### src/sv/ccs_pkg.sv
`default_nettype none

package ccs_pkg;

	typedef enum logic [3:0] {
		ST_IDLE = 4'b0001,
		ST_RD   = 4'b0010,
		ST_WR   = 4'b0100,
		ST_TAIL = 4'b1000
	} state_t;

	// tuser bit positions on the output stream
	localparam int unsigned USER_VALID_BIT    = 0;
	localparam int unsigned USER_RUN_LAST_BIT = 1;

	localparam logic [7:0] CH_COLOR   = 8'h03;
	localparam logic [7:0] CH_RGB     = 8'h04;
	localparam logic [7:0] CH_REVERSE = 8'h16;
	localparam logic [7:0] CH_COMMA   = 8'h2c;
	localparam logic [7:0] CH_BOLD    = 8'h02;
	localparam logic [7:0] CH_PLAIN   = 8'h0f;
	localparam logic [7:0] CH_MONO    = 8'h11;
	localparam logic [7:0] CH_ITALIC  = 8'h1d;
	localparam logic [7:0] CH_STRIKE  = 8'h1e;
	localparam logic [7:0] CH_ULINE   = 8'h1f;
	localparam logic [7:0] ZWSP_B0    = 8'he2;
	localparam logic [7:0] ZWSP_B1    = 8'h80;
	localparam logic [7:0] ZWSP_B2    = 8'h8b;

	function automatic logic is_dec(input logic [7:0] c);
		return (c >= 8'h30) && (c <= 8'h39);
	endfunction

	function automatic logic is_hex(input logic [7:0] c);
		return is_dec(c) || ((c >= 8'h61) && (c <= 8'h66)) || ((c >= 8'h41) && (c <= 8'h46));
	endfunction

	function automatic logic is_fmt(input logic [7:0] c);
		return (c == CH_BOLD) || (c == CH_PLAIN) || (c == CH_MONO) ||
			(c == CH_ITALIC) || (c == CH_STRIKE) || (c == CH_ULINE);
	endfunction

endpackage

`default_nettype wire

### src/sv/chat_format_code_stripper.sv
// The first word is registered in the cycle after accept, unless a failed RGB run replays
// first. Throughput: one byte per cycle while the output is not stalled and each byte yields
// at most one word; every extra kept word (partial zero-width-space flush) adds a tail step,
// and a replayed byte takes an ST_RD read, then an ST_WR load, from the buffer memory.
// Reset: arst_n clears all control state and sets strip_mode to 1; the buffer is not cleared.
`default_nettype none

module chat_format_code_stripper #(
	parameter int unsigned REPLAY_DEPTH = 32
) (
	input  wire logic       clk,
	input  wire logic       arst_n,
	input  wire logic       cfg_we,
	input  wire logic       cfg_wdata,      // strip_mode
	input  wire logic       s_axis_tvalid,
	output logic            s_axis_tready,
	input  wire logic [7:0] s_axis_tdata,   // in_byte
	input  wire logic       s_axis_tlast,   // in_message_last
	output logic            m_axis_tvalid,
	input  wire logic       m_axis_tready,
	output logic [7:0]      m_axis_tdata,   // out_byte
	output logic [1:0]      m_axis_tuser,   // [0] out_valid, [1] run_last
	output logic            m_axis_tlast    // out_message_last
);

	localparam int unsigned AW = (REPLAY_DEPTH > 1) ? $clog2(REPLAY_DEPTH) : 1;
	localparam int unsigned CW = $clog2(REPLAY_DEPTH + 1);

	ccs_pkg::state_t state_q;

	logic          strip_mode_q;
	logic          color_q, rgb_q;
	logic [2:0]    dc_q;
	logic [CW-1:0] held_q;
	logic [1:0]    utf_q;

	logic [7:0]    mem [REPLAY_DEPTH];
	logic [7:0]    mem_rd_q;
	logic [CW-1:0] rd_ptr_q, rep_cnt_q;
	logic [2:0][7:0] tail_q;
	logic [1:0]    tcnt_q, tidx_q;
	logic          last_q;

	logic          out_free, accept;

	// next-state view of one accepted byte
	logic          n_color, n_rgb;
	logic [2:0]    n_dc;
	logic [CW-1:0] n_held;
	logic [1:0]    n_utf;
	logic          do_write, fresh, cont, bare;
	logic [CW-1:0] rep_n;
	logic [4:0]    sel;
	logic [4:0][7:0] cand;
	logic [2:0][7:0] tl;
	logic [1:0]    tcnt;
	logic          hit_color, hit_rgb, is_comma;
	logic [7:0]    b;

	logic          rd_done;

	// output register load
	logic          out_load;
	logic [7:0]    o_data;
	logic [1:0]    o_user;
	logic          o_last;

	assign out_free      = !m_axis_tvalid || m_axis_tready;
	assign s_axis_tready = (state_q == ccs_pkg::ST_IDLE) && out_free;
	assign accept        = s_axis_tvalid && s_axis_tready;
	assign b             = s_axis_tdata;
	assign is_comma      = (b == ccs_pkg::CH_COMMA);
	assign rd_done       = ((rd_ptr_q + CW'(1)) == rep_cnt_q);

	always_comb begin
		n_color  = color_q;
		n_rgb    = rgb_q;
		n_dc     = dc_q;
		n_held   = held_q;
		n_utf    = utf_q;
		do_write = 1'b0;
		fresh    = 1'b0;
		cont     = 1'b1;
		rep_n    = '0;
		sel      = '0;
		cand[0]  = ccs_pkg::ZWSP_B0;
		cand[1]  = ccs_pkg::ZWSP_B1;
		cand[2]  = b;
		cand[3]  = ccs_pkg::ZWSP_B0;
		cand[4]  = ccs_pkg::ZWSP_B1;
		tl       = '0;
		tcnt     = '0;

		hit_color = color_q && ((ccs_pkg::is_dec(b) && dc_q < 3'd2) ||
			(is_comma && dc_q < 3'd3));
		hit_rgb   = rgb_q && ((ccs_pkg::is_hex(b) && dc_q < 3'd6) ||
			(is_comma && dc_q < 3'd7));

		if (hit_color) begin
			n_dc = is_comma ? 3'd0 : dc_q + 3'd1;
		end else if (hit_rgb) begin
			if (held_q >= CW'(REPLAY_DEPTH)) begin
				// buffer full: give the run back and keep this byte
				rep_n  = held_q;
				n_rgb  = 1'b0;
				n_dc   = '0;
				n_held = '0;
				fresh  = 1'b1;
			end else begin
				do_write = 1'b1;
				n_held   = held_q + CW'(1);
				n_dc     = is_comma ? 3'd0 : dc_q + 3'd1;
			end
		end else begin
			n_color = 1'b0;
			if (rgb_q) begin
				if (dc_q != 3'd6)
					rep_n = held_q;
				n_rgb  = 1'b0;
				n_held = '0;
				n_dc   = '0;
			end
			fresh = 1'b1;
		end

		if (fresh) begin
			if (utf_q == 2'd1) begin
				if (b == ccs_pkg::ZWSP_B1) begin
					n_utf = 2'd2;
					cont  = 1'b0;
				end else begin
					sel[0] = 1'b1;
					n_utf  = 2'd0;
				end
			end else if (utf_q == 2'd2) begin
				n_utf = 2'd0;
				if (b == ccs_pkg::ZWSP_B2) begin
					cont = 1'b0;
				end else begin
					sel[0] = 1'b1;
					sel[1] = 1'b1;
				end
			end
			if (cont) begin
				if (b == ccs_pkg::CH_COLOR) begin
					n_color = 1'b1;
					n_dc    = '0;
				end else if (b == ccs_pkg::CH_RGB) begin
					n_rgb  = 1'b1;
					n_dc   = '0;
					n_held = '0;
				end else if (b == ccs_pkg::CH_REVERSE) begin
					n_dc = n_dc;
				end else if (strip_mode_q && ccs_pkg::is_fmt(b)) begin
					n_dc = n_dc;
				end else if (strip_mode_q && b == ccs_pkg::ZWSP_B0) begin
					n_utf = 2'd1;
				end else begin
					sel[2] = 1'b1;
				end
			end
		end

		if (s_axis_tlast) begin
			// message end: flush a partial zero-width space, drop everything else
			sel[3]  = (n_utf != 2'd0);
			sel[4]  = (n_utf == 2'd2);
			n_utf   = '0;
			n_color = 1'b0;
			n_rgb   = 1'b0;
			n_dc    = '0;
			n_held  = '0;
		end

		for (int i = 0; i < 5; i++) begin
			if (sel[i] && tcnt != 2'd3) begin
				tl[tcnt] = cand[i];
				tcnt     = tcnt + 2'd1;
			end
		end

		bare = s_axis_tlast && (rep_n == '0) && (tcnt == 2'd0);
	end

	always_comb begin
		out_load = 1'b0;
		o_data   = tl[0];
		o_user   = '0;
		o_last   = 1'b0;
		unique case (state_q)
			ccs_pkg::ST_IDLE: begin
				out_load = accept && (rep_n == '0) && (tcnt != 2'd0 || bare);
				o_data   = tl[0];
				o_user[ccs_pkg::USER_VALID_BIT]    = !bare;
				o_user[ccs_pkg::USER_RUN_LAST_BIT] = (tcnt <= 2'd1);
				o_last   = s_axis_tlast && (tcnt <= 2'd1);
			end
			ccs_pkg::ST_RD: begin
				out_load = 1'b0;
			end
			ccs_pkg::ST_WR: begin
				out_load = out_free;
				o_data   = mem_rd_q;
				o_user[ccs_pkg::USER_VALID_BIT]    = 1'b1;
				o_user[ccs_pkg::USER_RUN_LAST_BIT] = rd_done && (tcnt_q == 2'd0);
				o_last   = rd_done && (tcnt_q == 2'd0) && last_q;
			end
			ccs_pkg::ST_TAIL: begin
				out_load = out_free;
				o_data   = tail_q[tidx_q];
				o_user[ccs_pkg::USER_VALID_BIT]    = 1'b1;
				o_user[ccs_pkg::USER_RUN_LAST_BIT] = (tidx_q == tcnt_q - 2'd1);
				o_last   = (tidx_q == tcnt_q - 2'd1) && last_q;
			end
			default: begin
				out_load = 1'b0;
			end
		endcase
	end

	always_ff @(posedge clk) begin
		if (accept && do_write)
			mem[held_q[AW-1:0]] <= b;
		if (state_q == ccs_pkg::ST_RD)
			mem_rd_q <= mem[rd_ptr_q[AW-1:0]];
	end

	always_ff @(posedge clk) begin
		if (out_load) begin
			m_axis_tdata <= o_data;
			m_axis_tuser <= o_user;
			m_axis_tlast <= o_last;
		end
	end

	always_ff @(posedge clk or negedge arst_n) begin
		if (!arst_n) begin
			strip_mode_q  <= 1'b1;
			state_q       <= ccs_pkg::ST_IDLE;
			color_q       <= 1'b0;
			rgb_q         <= 1'b0;
			dc_q          <= '0;
			held_q        <= '0;
			utf_q         <= '0;
			rd_ptr_q      <= '0;
			rep_cnt_q     <= '0;
			tcnt_q        <= '0;
			tidx_q        <= '0;
			last_q        <= 1'b0;
			m_axis_tvalid <= 1'b0;
		end else begin
			if (cfg_we)
				strip_mode_q <= cfg_wdata;
			if (out_load)
				m_axis_tvalid <= 1'b1;
			else if (m_axis_tready)
				m_axis_tvalid <= 1'b0;

			unique case (state_q)
				ccs_pkg::ST_IDLE: begin
					if (accept) begin
						color_q   <= n_color;
						rgb_q     <= n_rgb;
						dc_q      <= n_dc;
						held_q    <= n_held;
						utf_q     <= n_utf;
						tail_q    <= tl;
						tcnt_q    <= tcnt;
						last_q    <= s_axis_tlast;
						rep_cnt_q <= rep_n;
						rd_ptr_q  <= '0;
						if (rep_n != '0) begin
							state_q <= ccs_pkg::ST_RD;
						end else if (tcnt > 2'd1) begin
							tidx_q  <= 2'd1;
							state_q <= ccs_pkg::ST_TAIL;
						end
					end
				end
				ccs_pkg::ST_RD: begin
					state_q <= ccs_pkg::ST_WR;
				end
				ccs_pkg::ST_WR: begin
					if (out_free) begin
						rd_ptr_q <= rd_ptr_q + CW'(1);
						if (!rd_done) begin
							state_q <= ccs_pkg::ST_RD;
						end else if (tcnt_q != 2'd0) begin
							tidx_q  <= '0;
							state_q <= ccs_pkg::ST_TAIL;
						end else begin
							state_q <= ccs_pkg::ST_IDLE;
						end
					end
				end
				ccs_pkg::ST_TAIL: begin
					if (out_free) begin
						tidx_q <= tidx_q + 2'd1;
						if (tidx_q == tcnt_q - 2'd1)
							state_q <= ccs_pkg::ST_IDLE;
					end
				end
				default: begin
					state_q <= ccs_pkg::ST_IDLE;
				end
			endcase
		end
	end

endmodule

`default_nettype wire

### config.mk
export PLATFORM = sky130hd
export DESIGN_NAME = chat_format_code_stripper
export DESIGN_NICKNAME = d
export VERILOG_FILES = /design/src/sv/ccs_pkg.sv /design/src/sv/chat_format_code_stripper.sv
export SDC_FILE = /design/constraint.sdc
export NUM_CORES = 1
export LEC_CHECK = 0
export ABC_AREA = 1
export BUFFER_PORTS_ARGS = -buffer_cell sky130_fd_sc_hd__buf_2
export CAP_MARGIN = 0
export CORE_MARGIN = 3
export CORE_UTILIZATION = 45
export DETAILED_ROUTE_END_ITERATION = 7
export GPL_TIMING_DRIVEN = 0
export SLEW_MARGIN = 10
export SYNTH_ARGS = -nofsm -noshare
export SYNTH_HDL_FRONTEND = slang
export SYNTH_SLANG_ARGS = --single-unit
### constraint.sdc
create_clock -name clk -period 6.89 [get_ports clk]
set_input_delay 1.0335 -clock clk [delete_from_list [all_inputs] [get_ports clk]]
set_output_delay 1.0335 -clock clk [all_outputs]
set_load 0.01 [all_outputs]
==> results.txt, run 1 <==
Worst clock skew: 0.0283 ns
Clock sinks: 335
Max-slew violations: 0
Clock share of power: 0.421
DRC violations left: 0
Cell-internal power: 3.84 mW
Input/output buffers: 27
R2r setup slk: 1.85 ns
DPL Wire Length: 29.4 mm
Post-layout min period: 6.12 ns
Psw: 1.30 mW
GRT Overall Usage: 0.248
Peak supply drop: 0.190 mV
Sequential area share after synthesis: 0.664
WP data required: 7.05 ns
Syn Area/Cell: 11.2 um^2
Post-synth EDFFs: 299
CP Capture Type: flop
Post-CTS Setup Repair Bufs: 0
Net Count, Synth: 1365
Most used cell, CP: nand2_1
Final setup fails: 0
Leak: 6.07 nW
Routed length per instance: 23.8 um
Die height: 188 um
Max_cap viols: 0
Vias: 10.9k
Post-Syn Area: 14900 um^2
Arrival time at the worst endpoint: 6.28 ns
Worst setup path start: s_axis_tdata[1]
Reg2reg end: m_axis_tuser[1]$_DFFE_PP_
Remaining antenna violation count: 0
Post-CTS sizing: 0
CTS Buffer Depth: 3
Worst R2R Path Depth: 30
Commonest non-fill, non-tap cell in the layout: edfxtp_1
Worst Tran Pin Value: 1.09 ns
Worst Hold Class: reg2reg
H-tree levels: 2
Largest net degree at the start of global routing: 39
CP max-delay cell: buf_2
Cell Rows: 65
Placed inst area: 15600 um^2
Num CTS Buffers: 37
Main synth FF type: edfxtp_1
CP peak stage delay: 0.54 ns
Die X: 188 um
Setup CP Type: in2reg
Final Hold Fails: 0
CP Launch Type: primary input
Clk Latency, worst-skew pair: 0.54 ns
Setup TNS: 0 ns
Hold-fix buffer count after cts: 0
Core Area: 32000 um^2
First-pass GRT wire length: 65.8 mm
Share of layout cells above drive strength 1: 0.111
Period utilization: 0.889
Routed wire length: 44.3 mm
Post-layout instance area: 16900 um^2
CP endpoint: m_axis_tuser[1]$_DFFE_PP_
Async SR Flop Fraction: 0.107
Reg-to-Reg Start: dc_q[2]$_DFFE_PN0P_
Hold Slack: 0.481 ns
Flop pwr share: 0.461
Slew HR: 0.270
Initial DRC Count: 1260
Gpl congestion: 0.948
Vias in the first global route: 10.4k
Pre-CTS setup slack: -0.0528 ns
CTS root buf: clkbuf_16
RSZ-0062 raised after global routing: no
Worst-path clk slew: 0.05 ns
Cell variety after synth: 47
Comb power frac: 0.118
Initial core utilization: 0.464
Cell area power density: 304 nW/um^2
CTS tree: built
Syn-to-layout area delta: 13.8%
Synth Register Bits: 335
Final core occ: 0.528
N_diodes: 0
Die ar.: 35300 um^2
YS warnings: 0
Post-Syn Instances: 1331
Final worst setup slack: 0.766 ns
Switching Share: 0.253
Post-layout nets: 1433
Gr ovfl total: 0
Max Clock Freq: 163 MHz
Commonest cells after routing, fill and taps aside: edfxtp_1, nor2_1, o21ai_0
Crit path max fanout: 33
Ports: 28
Outcome: complete, no violations
Initial antenna violation count: 0
TritonRoute pass-1 iters: 6
Vias per cell: 5.87
## synth_stat cells (6+ instances only)
cell type | n | area share
inv_1 | 72 | 0.018
o221ai_1 | 41 | 0.024
nand2_2 | 13 | 0.0055
xor2_1 | 6 | 0.0035
edfxtp_1 | 299 | 0.60
o21ai_0 | 167 | 0.056
inv_2 | 13 | 0.0033
a21oi_1 | 27 | 0.0091
nor3_1 | 12 | 0.0040
o211ai_1 | 8 | 0.0040
nor2_2 | 7 | 0.0029
nand2_1 | 148 | 0.037
ha_1 | 19 | 0.016
nand3_1 | 58 | 0.020
a31oi_1 | 8 | 0.0034
clkbuf_1 | 62 | 0.016
nand3_2 | 6 | 0.0040
dfrtp_1 | 34 | 0.057
nor2_1 | 228 | 0.058
a32oi_1 | 8 | 0.0047
o22ai_1 | 34 | 0.014
nand2_4 | 7 | 0.0053
## routing by layer
metal / vias up / GRT usage / part of all wire
li1: 4936 / - / -
met1: 5328 / 0.346 / 0.41
met2: 561 / 0.396 / 0.46
met3: 101 / 0.0473 / 0.095
met4: 0 / 0.0788 / 0.031
met5: - / 0 / 0
## worst max-delay path, delay by kind of cell
kind	cells	cell delay [ns]
buffers and inverters	6	1.20
AOI/OAI and AO/OA	2	0.34
adders and majority gates	3	0.65
and+or+nand+nor	22	3.00
## registers in the layout, indices dropped and copies added (netlist names)
register	count
color_q	1
dc_q	3
held_q	6
last_q	1
m_axis_tdata	8
m_axis_tlast	1
m_axis_tuser	2
m_axis_tvalid	1
mem	256
mem_rd_q	8
rd_ptr_q	6
rep_cnt_q	6
rgb_q	1
state_q	4
strip_mode_q	1
tail_q	24
tcnt_q	2
tidx_q	2
utf_q	2
## worst min-delay path by stage
stage | cells past startpoint | to | from
after floorplan | 2 | state_q[0]$_DFFE_PN1P_ | state_q[0]$_DFFE_PN1P_
after global placement | 2 | state_q[0]$_DFFE_PN1P_ | state_q[0]$_DFFE_PN1P_
after detailed placement | 2 | state_q[0]$_DFFE_PN1P_ | state_q[0]$_DFFE_PN1P_
after CTS | 2 | state_q[0]$_DFFE_PN1P_ | state_q[0]$_DFFE_PN1P_
after global routing | 2 | state_q[0]$_DFFE_PN1P_ | state_q[0]$_DFFE_PN1P_
final | 2 | state_q[0]$_DFFE_PN1P_ | state_q[0]$_DFFE_PN1P_
## stage by stage
stage / std cells / power (mW)
after floorplan: 1331 / 2.81
after global placement: 1793 / 3.00
after detailed placement: 1795 / 3.02
after CTS: 1862 / 5.16
after global routing: 1862 / 5.34
final: 1862 / 5.14
## layout make-up
type                    instances  area, um^2
fillers                      2832       15100
inverters                      87         327
clock buffers                  45         987
clock inverters                22         349
plain buffers                  66         262
repair buffers                 29         158
flip-flops and latches        335        9880
multi-input cells             843        4420
well taps                     435         544
## power by group through the flow
stage	clock, mW	sequential, mW	combinational [mW]
after global placement	0	2.41	0.592
after floorplan	0	2.42	0.391
after global routing	2.27	2.38	0.690
after CTS	2.18	2.37	0.608
final	2.16	2.37	0.609
after detailed placement	0	2.41	0.606
## cell families after synthesis
| family | count (synthesis) | synth area share |
|---|---|---|
| compound gates | 312 | 0.126 |
| xor+xnor | 9 | 0.00530 |
| fa+ha+maj | 19 | 0.0160 |
| buf+inv | 153 | 0.0395 |
| flops | 335 | 0.664 |
| simple gates | 503 | 0.149 |
Note: power is estimated with default switching activity, not from simulation.
==> inputs of run 2 (changes only) <==
--- a/config.mk
+++ b/config.mk
@@ -9,9 +9,10 @@
 export BUFFER_PORTS_ARGS = -buffer_cell sky130_fd_sc_hd__buf_2
 export CAP_MARGIN = 0
 export CORE_MARGIN = 3
-export CORE_UTILIZATION = 45
+export CORE_UTILIZATION = 55
 export DETAILED_ROUTE_END_ITERATION = 7
 export GPL_TIMING_DRIVEN = 0
+export PLACE_DENSITY = 0.71
 export SLEW_MARGIN = 10
 export SYNTH_ARGS = -nofsm -noshare
 export SYNTH_HDL_FRONTEND = slang
==> constraint.sdc (replaced) <==
create_clock -name clk -period 6.3 [get_ports clk]
set_input_delay 0.945 -clock clk [delete_from_list [all_inputs] [get_ports clk]]
set_output_delay 0.945 -clock clk [all_outputs]
set_load 0.01 [all_outputs]
==> run 2 against run 1 <==
  * Sequential power grew 9.3%
  * Hold slack lost 0.0074 ns
  * Routed wire length shrank 5.5%
  * Utilization grew 9.9 points
  * Clock power shrank 13%
==> results.txt, run 2 (synthesis results as in run 1) <==
Initial DRC Count: 1389 (+10%)
CTS tree: built
DPL Wire Length: 27.8 mm (-5.4%)
Worst setup path start: s_axis_tdata[1]
CTS root buf: clkbuf_16
Placed inst area: 15500 um^2 (-0.72%)
Post-CTS Setup Repair Bufs: 0 (unchanged)
Gr ovfl total: 0 (unchanged)
Register cell area after layout: 9880 um^2 (unchanged)
R2r setup slk: 1.32 ns (-0.53 ns)
Reg-to-Reg Start: dc_q[2]$_DFFE_PN0P_
Commonest cells after routing, fill and taps aside: edfxtp_1, nor2_1, o21ai_0
Share of layout cells above drive strength 1: 0.105 (-0.00664)
Most used cell, CP: nand2_1
Clk Latency, worst-skew pair: 0.52 ns (-0.02 ns)
DRC violations left: 0 (unchanged)
Worst Hold Class: reg2reg
Filler cell count: 2050 (-28%)
Max-slew violations: 0 (unchanged)
CTS Buffer Depth: 3 (unchanged)
HP Start: state_q[0]$_DFFE_PN1P_
Die X: 170 um (-9.2%)
Die ar.: 29100 um^2 (-18%)
Peak supply drop: 0.228 mV (+20%)
Crit path max fanout: 33 (unchanged)
N_diodes: 0 (unchanged)
Initial core utilization: 0.564 (+0.100)
Post-layout nets: 1430 (-0.21%)
Max_cap viols: 0 (unchanged)
Final setup fails: 0 (unchanged)
Routed wire length: 41.9 mm (-5.5%)
Outcome: complete, no violations
Largest net degree at the start of global routing: 39 (unchanged)
GRT Overall Usage: 0.290 (+0.0416)
CP Launch Type: primary input
TritonRoute pass-1 iters: 7 (+1)
CP bufs+invs: 7 (+1)
Worst-path clk slew: 0.06 ns (about the same)
Core Area: 26400 um^2 (-18%)
Multi-input gate area: 4420 um^2 (unchanged)
Initial antenna violation count: 1 (+1)
Slew HR: 0.224 (-0.0458)
Arrival time at the worst endpoint: 6.01 ns (-0.27 ns)
Remaining antenna violation count: 0 (unchanged)
Vias in the first global route: 10.4k (+0.38%)
Clock sinks: 335 (unchanged)
Cell Rows: 59 (-9.2%)
Vias per cell: 6.30 (+7.4%)
Commonest non-fill, non-tap cell in the layout: edfxtp_1
Die height: 170 um (-9.2%)
Period utilization: 0.922
Ports: 28 (unchanged)
First-pass GRT wire length: 62.7 mm (-4.6%)
Worst Tran Pin Value: 1.16 ns (+0.0682 ns)
Routed length per instance: 23.8 um (+0.13%)
Leak: 5.94 nW (-2.2%)
Worst clock skew: 0.0116 ns (-0.0168 ns)
Syn-to-layout area delta: 11.1%
Total power: 5.15 mW (+0.19%)
Cell area power density: 312 nW/um^2 (+2.6%)
Input/output buffers: 27 (unchanged)
Post-layout min period: 5.81 ns
Final Hold Fails: 0 (unchanged)
Max Clock Freq: 172 MHz
Setup CP Type: in2reg
Largest register FFs: 256 (unchanged)
CP Capture Type: flop
Num CTS Buffers: 34 (-8.1%)
Gpl congestion: 1.02 (+7.6%)
Post-layout instance area: 16500 um^2 (-2.3%)
CP peak stage delay: 0.36 ns (-0.18 ns)
CP max-delay cell: buf_4
Vias: 11.1k (+1.3%)
RSZ-0062 raised after global routing: no
H-tree levels: 2 (unchanged)
Crit-path leading delay family: simple AND/OR/NAND/NOR gates
WP data required: 6.50 ns (-0.55 ns)
run 2: report_power, final:
group | total [mW] | internal (mW) | switching [mW]
sequential | 2.59 | 2.54 | 0.0527
clock | 1.88 | 1.05 | 0.833
combinational | 0.679 | 0.210 | 0.470
run 2: layout make-up:
cell class,count,area share
Tap cell,335,0.0254
Clock buffer,39,0.0532
Timing Repair Buffer,29,0.0114
Inverter,87,0.0198
Clock inverter,23,0.00939
Sequential cell,335,0.598
Buffer,66,0.0158
Multi-Input combinational cell,843,0.267
run 2: layer usage:
metal | vias to the layer above | GRT usage | routed length, um
met5 | - | 0 | 80
met1 | 5324 | 0.423 | 17200
met4 | 4 | 0.0914 | 1360
met3 | 124 | 0.0755 | 4870
met2 | 695 | 0.431 | 18400
li1 | 4921 | - | -
run 2: what timing repair did:
| action | in CTS | in global routing |
|---|---|---|
| gates resized for setup | 0 | 9 |
| setup endpoints to repair | 0 | 12 |
| hold buffers | 0 | 0 |
run 2: tightest hold or removal path, delay by kind of cell, from the launching register on:
family / cells / cell delay (ns)
and+or+nand+nor: 2 / 0.10
DFF: 1 / 0.37
run 2: through the flow:
| step | utilization | hold slack, ns | setup slack, ns | std cells | TNS, ns |
|---|---|---|---|---|---|
| after floorplan | - | 0.449 | 1.05 | 1331 | 0 |
| after global placement | 0.586 | 0.463 | -0.320 | 1693 | -3.51 |
| after detailed placement | 0.587 | 0.462 | -0.508 | 1695 | -5.59 |
| after CTS | 0.626 | 0.471 | 0.00396 | 1757 | 0 |
| after global routing | 0.627 | 0.490 | 0.0351 | 1757 | 0 |
| final | 0.627 | 0.473 | 0.493 | 1757 | 0 |
run 2: path summary, 6_finish.rpt:
check                                            endpoint  depth (start not counted)
worst max-delay path            m_axis_tuser[1]$_DFFE_PP_                         34
worst min-delay path               state_q[0]$_DFFE_PN1P_                          2
worst max register to register  m_axis_tuser[1]$_DFFE_PP_                         31
worst min register to register     state_q[0]$_DFFE_PN1P_                          2
max in group asynchronous           held_q[5]$_DFFE_PN0P_                          1
min in group asynchronous          state_q[3]$_DFFE_PN0P_                          1
